## config.mk

```make
export PLATFORM = sky130hd
export DESIGN_NAME = multiset_coefficient_gcd_reduced
export DESIGN_NICKNAME = d
export VERILOG_FILES = /design/src/rtl/mcgr_pkg.sv /design/src/rtl/multiset_coefficient_gcd_reduced.sv /design/src/rtl/mcgr_div.sv
export SDC_FILE = /design/constraint.sdc
export NUM_CORES = 2
export LEC_CHECK = 0
export ABC_AREA = 1
export BUFFER_PORTS_ARGS = -buffer_cell sky130_fd_sc_hd__buf_4
export CORE_ASPECT_RATIO = 1.5
export CORE_MARGIN = 4
export CORE_UTILIZATION = 42
export DETAILED_ROUTE_END_ITERATION = 10
export PLACE_DENSITY = 0.58
export SETUP_SLACK_MARGIN = 0.5
export SLEW_MARGIN = 20
export SYNTH_ARGS = -nofsm -noshare
export SYNTH_HDL_FRONTEND = slang
export SYNTH_SLANG_ARGS = --single-unit
```

## constraint.sdc

```tcl
create_clock -name clk -period 8.67 [get_ports clk]
set_input_delay 0.867 -clock clk [delete_from_list [all_inputs] [get_ports clk]]
set_output_delay 0.867 -clock clk [all_outputs]
set_load 0.03 [all_outputs]
```

## src/rtl/mcgr_pkg.sv

```systemverilog
// ----------------------------------------------------------------------------
// mcgr_pkg: shared types and constants for the multiset coefficient block
// Item layouts, the sequencer state type and the widths of the datapath.
// ----------------------------------------------------------------------------
package mcgr_pkg;

	// Largest pick count that the block computes.
	localparam int unsigned MAX_PICKS = 255;

	localparam int unsigned N_W    = 16;           // base count
	localparam int unsigned R_W    = 8;            // pick count
	localparam int unsigned COEF_W = 63;           // coefficient
	localparam int unsigned FAC_W  = N_W + 1;      // n + i - 1
	localparam int unsigned LO_W   = 32;           // low slice of the numerator
	localparam int unsigned HI_W   = COEF_W - LO_W;
	localparam int unsigned PP_W   = LO_W + FAC_W; // one partial product
	localparam int unsigned PROD_W = PP_W + LO_W;  // full product

	// Radix-16 divider: four quotient bits per cycle over a padded dividend.
	localparam int unsigned DIV_BITS  = 4;
	localparam int unsigned DIVD_W    = COEF_W + 1;
	localparam int unsigned DIV_STEPS = DIVD_W / DIV_BITS;
	localparam int unsigned DCNT_W    = $clog2(DIV_STEPS);

	localparam logic [COEF_W-1:0] COEF_LIMIT = {COEF_W{1'b1}};

	typedef struct packed {
		logic [N_W-1:0] base_count;
		logic [R_W-1:0] pick_count;
	} mcgr_item_t;

	typedef struct packed {
		logic [COEF_W-1:0] coefficient;
		logic              overflow;
	} mcgr_coef_t;

	// Request to the divider and its reply.
	typedef struct packed {
		logic              start;
		logic [COEF_W-1:0] dividend;
		logic [R_W-1:0]    divisor;
	} mcgr_div_req_t;

	typedef struct packed {
		logic              done;
		logic [COEF_W-1:0] quotient;
	} mcgr_div_rsp_t;

	typedef enum logic [2:0] {
		ST_IDLE,
		ST_MUL_LO,
		ST_MUL_HI,
		ST_CHECK,
		ST_DIV,
		ST_FINISH
	} mcgr_state_t;

endpackage

```

## src/rtl/multiset_coefficient_gcd_reduced.sv

```systemverilog
// ----------------------------------------------------------------------------
// multiset_coefficient_gcd_reduced: n multichoose r
// Sequencer round by round over one shared multiplier and one divider.
// ----------------------------------------------------------------------------
// One item (n, r) gives one result C(n+r-1, r). The block takes one item at a
// time and holds item_stall high until its result is in the output register;
// a waiting result does not block the next item. Each of the r rounds
// multiplies the running coefficient by n+i-1 on a 32x17 multiplier in two
// passes, checks the full product against 2^63-1 and divides it by i on a
// radix-16 divider, whose sixteen steps take up most of each round. Pick
// count zero, base count zero and an overflow finish early. On overflow the
// coefficient reads 2^63-1 with the overflow flag set.
module multiset_coefficient_gcd_reduced
	import mcgr_pkg::*;
(
	input  logic       clk,
	input  logic       arst_n,
	input  logic       item_valid,
	output logic       item_stall,
	input  mcgr_item_t item,
	output logic       coef_valid,
	input  logic       coef_stall,
	output mcgr_coef_t coef
);

	mcgr_state_t state_q, state_d;

	logic [N_W-1:0]    n_q;
	logic [R_W-1:0]    r_q;
	logic [R_W-1:0]    i_q;
	logic [COEF_W-1:0] num_q;
	logic [PP_W-1:0]   plo_q;
	logic [PP_W-1:0]   phi_q;
	mcgr_coef_t        res_q;
	logic              coef_valid_q;
	mcgr_coef_t        coef_q;

	logic              accept;
	logic              slot_free;
	logic              last_round;
	logic [FAC_W-1:0]  fac;
	logic [LO_W-1:0]   mul_a;
	logic [PP_W-1:0]   mul_p;
	logic [PROD_W-1:0] prod;
	logic              prod_ovf;
	logic              is_special;

	mcgr_div_req_t     div_req;
	mcgr_div_rsp_t     div_rsp;

	assign accept     = item_valid && !item_stall;
	assign slot_free  = !coef_valid_q || !coef_stall;
	assign last_round = (i_q == r_q);
	assign is_special = (item.pick_count == '0) || (item.base_count == '0)
		|| ({{(32-R_W){1'b0}}, item.pick_count} > 32'(MAX_PICKS));

	// Shared multiplier: low slice first, then high slice.
	assign fac   = {1'b0, n_q} + {{(FAC_W-R_W){1'b0}}, i_q} - FAC_W'(1);
	assign mul_a = (state_q == ST_MUL_LO) ? num_q[LO_W-1:0]
		: {{(LO_W-HI_W){1'b0}}, num_q[COEF_W-1:LO_W]};
	assign mul_p = {{(PP_W-LO_W){1'b0}}, mul_a} * {{(PP_W-FAC_W){1'b0}}, fac};

	// Join the partial products and test against the coefficient limit.
	assign prod     = {phi_q, {LO_W{1'b0}}} + {{LO_W{1'b0}}, plo_q};
	assign prod_ovf = (prod[PROD_W-1:COEF_W] != '0);

	// Next state.
	always_comb begin
		state_d = state_q;
		case (state_q)
			ST_IDLE: begin
				if (accept) begin
					state_d = is_special ? ST_FINISH : ST_MUL_LO;
				end
			end
			ST_MUL_LO: state_d = ST_MUL_HI;
			ST_MUL_HI: state_d = ST_CHECK;
			ST_CHECK:  state_d = prod_ovf ? ST_FINISH : ST_DIV;
			ST_DIV: begin
				if (div_rsp.done) begin
					state_d = last_round ? ST_FINISH : ST_MUL_LO;
				end
			end
			ST_FINISH: begin
				if (slot_free) begin
					state_d = ST_IDLE;
				end
			end
			default: state_d = ST_IDLE;
		endcase
	end

	// Outputs of the sequencer.
	always_comb begin
		item_stall       = (state_q != ST_IDLE);
		div_req.start    = (state_q == ST_CHECK) && !prod_ovf;
		div_req.dividend = prod[COEF_W-1:0];
		div_req.divisor  = i_q;
	end

	always_ff @(posedge clk or negedge arst_n) begin
		if (!arst_n) begin
			state_q <= ST_IDLE;
		end else begin
			state_q <= state_d;
		end
	end

	// Datapath: load the item, run the rounds, settle the result.
	always_ff @(posedge clk) begin
		case (state_q)
			ST_IDLE: begin
				n_q   <= item.base_count;
				r_q   <= item.pick_count;
				i_q   <= R_W'(1);
				num_q <= COEF_W'(1);
				if (item.pick_count == '0) begin
					res_q <= '{coefficient: COEF_W'(1), overflow: 1'b0};
				end else if (item.base_count == '0) begin
					res_q <= '{coefficient: '0, overflow: 1'b0};
				end else begin
					res_q <= '{coefficient: COEF_LIMIT, overflow: 1'b1};
				end
			end
			ST_MUL_LO: plo_q <= mul_p;
			ST_MUL_HI: phi_q <= mul_p;
			ST_CHECK: begin
				if (prod_ovf) begin
					res_q <= '{coefficient: COEF_LIMIT, overflow: 1'b1};
				end
			end
			ST_DIV: begin
				if (div_rsp.done) begin
					num_q <= div_rsp.quotient;
					i_q   <= i_q + 1'b1;
					res_q <= '{coefficient: div_rsp.quotient, overflow: 1'b0};
				end
			end
			default: begin
			end
		endcase
	end

	// Output register: hold the result until taken.
	always_ff @(posedge clk or negedge arst_n) begin
		if (!arst_n) begin
			coef_valid_q <= 1'b0;
		end else if (state_q == ST_FINISH && slot_free) begin
			coef_valid_q <= 1'b1;
		end else if (!coef_stall) begin
			coef_valid_q <= 1'b0;
		end
	end

	always_ff @(posedge clk) begin
		if (state_q == ST_FINISH && slot_free) begin
			coef_q <= res_q;
		end
	end

	assign coef_valid = coef_valid_q;
	assign coef       = coef_q;

	mcgr_div u_div (
		.clk    (clk),
		.arst_n (arst_n),
		.req    (div_req),
		.rsp    (div_rsp)
	);

endmodule

```

## src/rtl/mcgr_div.sv

```systemverilog
// ----------------------------------------------------------------------------
// mcgr_div: iterative divider of the numerator by the round index
// Restoring division, four quotient bits per cycle, narrow divisor.
// ----------------------------------------------------------------------------
module mcgr_div
	import mcgr_pkg::*;
(
	input  logic          clk,
	input  logic          arst_n,
	input  mcgr_div_req_t req,
	output mcgr_div_rsp_t rsp
);

	logic              busy_q;
	logic              done_q;
	logic [DCNT_W-1:0] cnt_q;
	logic [DIVD_W-1:0] work_q;
	logic [R_W-1:0]    rem_q;
	logic [R_W-1:0]    dsr_q;

	logic [DIVD_W-1:0] work_d;
	logic [R_W:0]      rem_d;

	// Take four dividend bits per cycle, shifting quotient bits in behind them.
	always_comb begin
		work_d = work_q;
		rem_d  = {1'b0, rem_q};
		for (int k = 0; k < DIV_BITS; k++) begin
			rem_d  = {rem_d[R_W-1:0], work_d[DIVD_W-1]};
			work_d = {work_d[DIVD_W-2:0], 1'b0};
			if (rem_d >= {1'b0, dsr_q}) begin
				rem_d     = rem_d - {1'b0, dsr_q};
				work_d[0] = 1'b1;
			end
		end
	end

	// Sequence the steps and flag the last one.
	always_ff @(posedge clk or negedge arst_n) begin
		if (!arst_n) begin
			busy_q <= 1'b0;
			done_q <= 1'b0;
			cnt_q  <= '0;
		end else begin
			done_q <= busy_q && (cnt_q == DCNT_W'(DIV_STEPS - 1));
			if (req.start) begin
				busy_q <= 1'b1;
				cnt_q  <= '0;
			end else if (busy_q) begin
				cnt_q <= cnt_q + 1'b1;
				if (cnt_q == DCNT_W'(DIV_STEPS - 1)) begin
					busy_q <= 1'b0;
				end
			end
		end
	end

	// Hold operands and partial results.
	always_ff @(posedge clk) begin
		if (req.start) begin
			work_q <= {1'b0, req.dividend};
			rem_q  <= '0;
			dsr_q  <= req.divisor;
		end else if (busy_q) begin
			work_q <= work_d;
			rem_q  <= rem_d[R_W-1:0];
		end
	end

	assign rsp.done     = done_q;
	assign rsp.quotient = work_q[COEF_W-1:0];

endmodule

```

==> flow_summary_export.csv <==
group,metric,value,unit
status,status,"finished clean",
yosys,syn-cell-area,37600,µm²
die,start_util,0.423,
routing,vias_per_cell,5.10,
clock_network,clk_pin_slew,0.06,ns
die,die_h,374,µm
flow_run,max_cap_violations,0,
clock_network,numClockSinks,411,
final_layout,area_growth,12.5,%
clock_network,ctsHoldBuffers,0,
grt,grt_max_degree,89,
routing,dr_total_vias,28100,
clock_network,insertion_delay,0.56,ns
final_layout,layout.nets,5012,
yosys,yosysTopAreaCell,"edfxtp_1",
sta,timing.slew.headroom,0.376,
routing,ant_nets,0,
final_layout,final_common_cell,"inv_1",
clock_network,root_buffer,"clkbuf_16",
sta,finalClockSkew,0.0245,ns
final_layout,stdcell_count,5517,
routing,first_pass_iters,8,
critical_path,worst_setup_path_start_kind,"flop",
clock_network,htreeDepth,2,
die,ios,94,
final_layout,antenna_cells,0,
sta,hold_viol,0,
critical_path,end_kind,"flop",
sta,setup_tns,0,ns
clock_network,cts_tree,"done",
yosys,synthArstFlopShare,0.0243,
yosys,synth_area_per_cell,8.97,µm²
yosys,syn_nets,4865,
placement,routabilityCongestion,0.969,
grt,antenna_found_initial,0,
grt,grt_pass1_wl,172,mm
routing,drc,0,
die,die_area,94400,µm²
critical_path,cp_max_fo,7,
routing,drt_wl_total,115,mm
sta,setup_violations,0,
yosys,synth_cell_types,50,
grt,grt_pass1_vias,29500,
critical_path,slowest_delay,0.53,ns
critical_path,reg2reg_setup_slack,0.84,ns
sta,tightest_slew,0.930,ns
placement,port_buffers,93,
final_layout,fillCellCount,8698,
grt,grt_usage,0.239,
die,die_w,252,µm
critical_path,r2r-end,"phi_q[47]",
grt,gr-max-usage-layer,"met2",
final_layout,layout_common_cells,"inv_1 (907), nand2_1 (829), fa_1 (452)",
final_layout,drive_above_1_share,0.131,
sta,fin_crit,7.83,ns
yosys,syn_inst,4185,
grt,grt_util_met3,0.0163,
critical_path,crit_type,"reg2reg",
critical_path,r2r_cells,37,
yosys,yosysSeqAreaShare,0.325,
grt,met1_usage,0.266,
routing,drtIter0Drc,1493,
placement,dpl.hpwl,95.4,mm
critical_path,cp.required,9.04,ns
yosys,ys.flop_type,"edfxtp_1",
yosys,yosysTopAreaCellShare,0.313,
yosys,yosysWarnings,0,
critical_path,slowest_stage,"fa_1",
placement,dp_cells,5421,
sta,post-route-period-util,0.903,
die,std_cell_rows,134,
grt,grt_overflow,0,
yosys,synth_seq_cells,411,
die,core,88900,µm²
yosys,synthTopCellsByArea,"edfxtp_1 (31%), fa_1 (24%), inv_1 (9.2%), nand2_1 (8.4%), ha_1 (6.6%)",
sta,fmax,128,MHz
final_layout,postLayoutCoreUtil,0.475,
grt,grt_util_met2,0.453,
routing,wl_per_cell,20.8,µm
hold_path,hold_class,"in2async",
critical_path,regToRegStartpoint,"i_q[1]",
sta,rsz0062_at_grt,"false",
clock_network,cts_buffer_depth,3,
critical_path,crit_arrival,8.20,ns
clock_network,numCtsBuffers,38,
sta,drv_slew,0,
yosys,synth_edf_count,392,
## cells by family after synthesis
family | Yosys count | synth area share
XOR/XNOR | 101 | 0.0236
adder cells (fa/ha/maj) | 652 | 0.308
flip-flops | 411 | 0.325
AND/OR/NAND/NOR | 1587 | 0.179
buffers and inverters | 1063 | 0.109
AO/OA/AOI/OAI | 371 | 0.0557
## state kept, by name (all words and copies together) (netlist names), 3 cells and up
signal	count
phi_q	49
state_q	3
res_q	64
r_q	8
plo_q	49
u_div.work_q	64
i_q	8
u_div.dsr_q	8
n_q	16
num_q	63
coef	64
u_div.rem_q	8
u_div.cnt_q	4
## routing by layer
layer | vias to the layer above | routed length (µm)
met1 | 13900 | 41600
met2 | 756 | 61600
li1 | 13200 | -
met4 | 0 | 7410
met3 | 270 | 4030
met5 | - | 0
## layout make-up
cell class / instances / area, µm² / share of cell area
tap: 1156 / 1450 / 0.0342
clock buffer: 43 / 1000 / 0.0237
timing repair buffer: 234 / 1910 / 0.0453
sequential: 411 / 12200 / 0.289
inverter: 936 / 3550 / 0.0839
multi-input combinational: 2711 / 21800 / 0.517
clock inverter: 26 / 315 / 0.00746
## synth_stat cells, drive strengths merged, types with 10 or more instances
| master | instances |
|---|---|
| a21oi | 116 |
| a31oi | 11 |
| buf | 26 |
| clkbuf | 101 |
| dfrtp | 10 |
| edfxtp | 392 |
| fa | 455 |
| ha | 197 |
| inv | 934 |
| nand2 | 882 |
| nand3 | 189 |
| nand4 | 24 |
| nor2 | 380 |
| nor3 | 27 |
| o21ai | 208 |
| or2 | 63 |
| xnor2 | 43 |
| xor2 | 58 |
## worst max-delay path: cells and delay by family (launching register included)
family	cells	cell delay, ns
compound gates	7	1.24
xor+xnor	1	0.20
fa+ha+maj	10	4.09
buf+inv	10	0.83
flops	1	0.38
simple gates	9	0.91
## worst max-delay path by stage
| stage | startpoint | cells past startpoint | to |
|---|---|---|---|
| 6_report | i_q[1] | 37 | phi_q[47] |
| 5_1_grt | i_q[1] | 40 | phi_q[47] |
| 4_1_cts | i_q[1] | 38 | phi_q[47] |
| 3_5_place_dp | i_q[1] | 35 | plo_q[29] |
| 3_3_place_gp | i_q[1] | 35 | plo_q[29] |
| 2_1_floorplan | i_q[1] | 37 | phi_q[28] |
## metrics by stage
stage | hold slack [ns] | cell area [µm²] | setup slack, ns
detailed placement | 0.405 | 40100 | 0.138
CTS | 0.124 | 41500 | 0.507
floorplan | 0.400 | 37600 | 0.925
global route | 0.139 | 42200 | 0.462
global placement | 0.401 | 40100 | 0.190
finish | 0.145 | 42200 | 0.840
## repair_timing
action                     in CTS  in global routing
resized for setup              13                130
gates cloned                    0                  3
pin swaps                       3                 25
setup endpoints to repair      50                 67
setup buffers                   1                 23
Power is left out: the tool's default activity adds up to more than one toggle a clock period on the data nets, which glitch-free logic cannot reach.
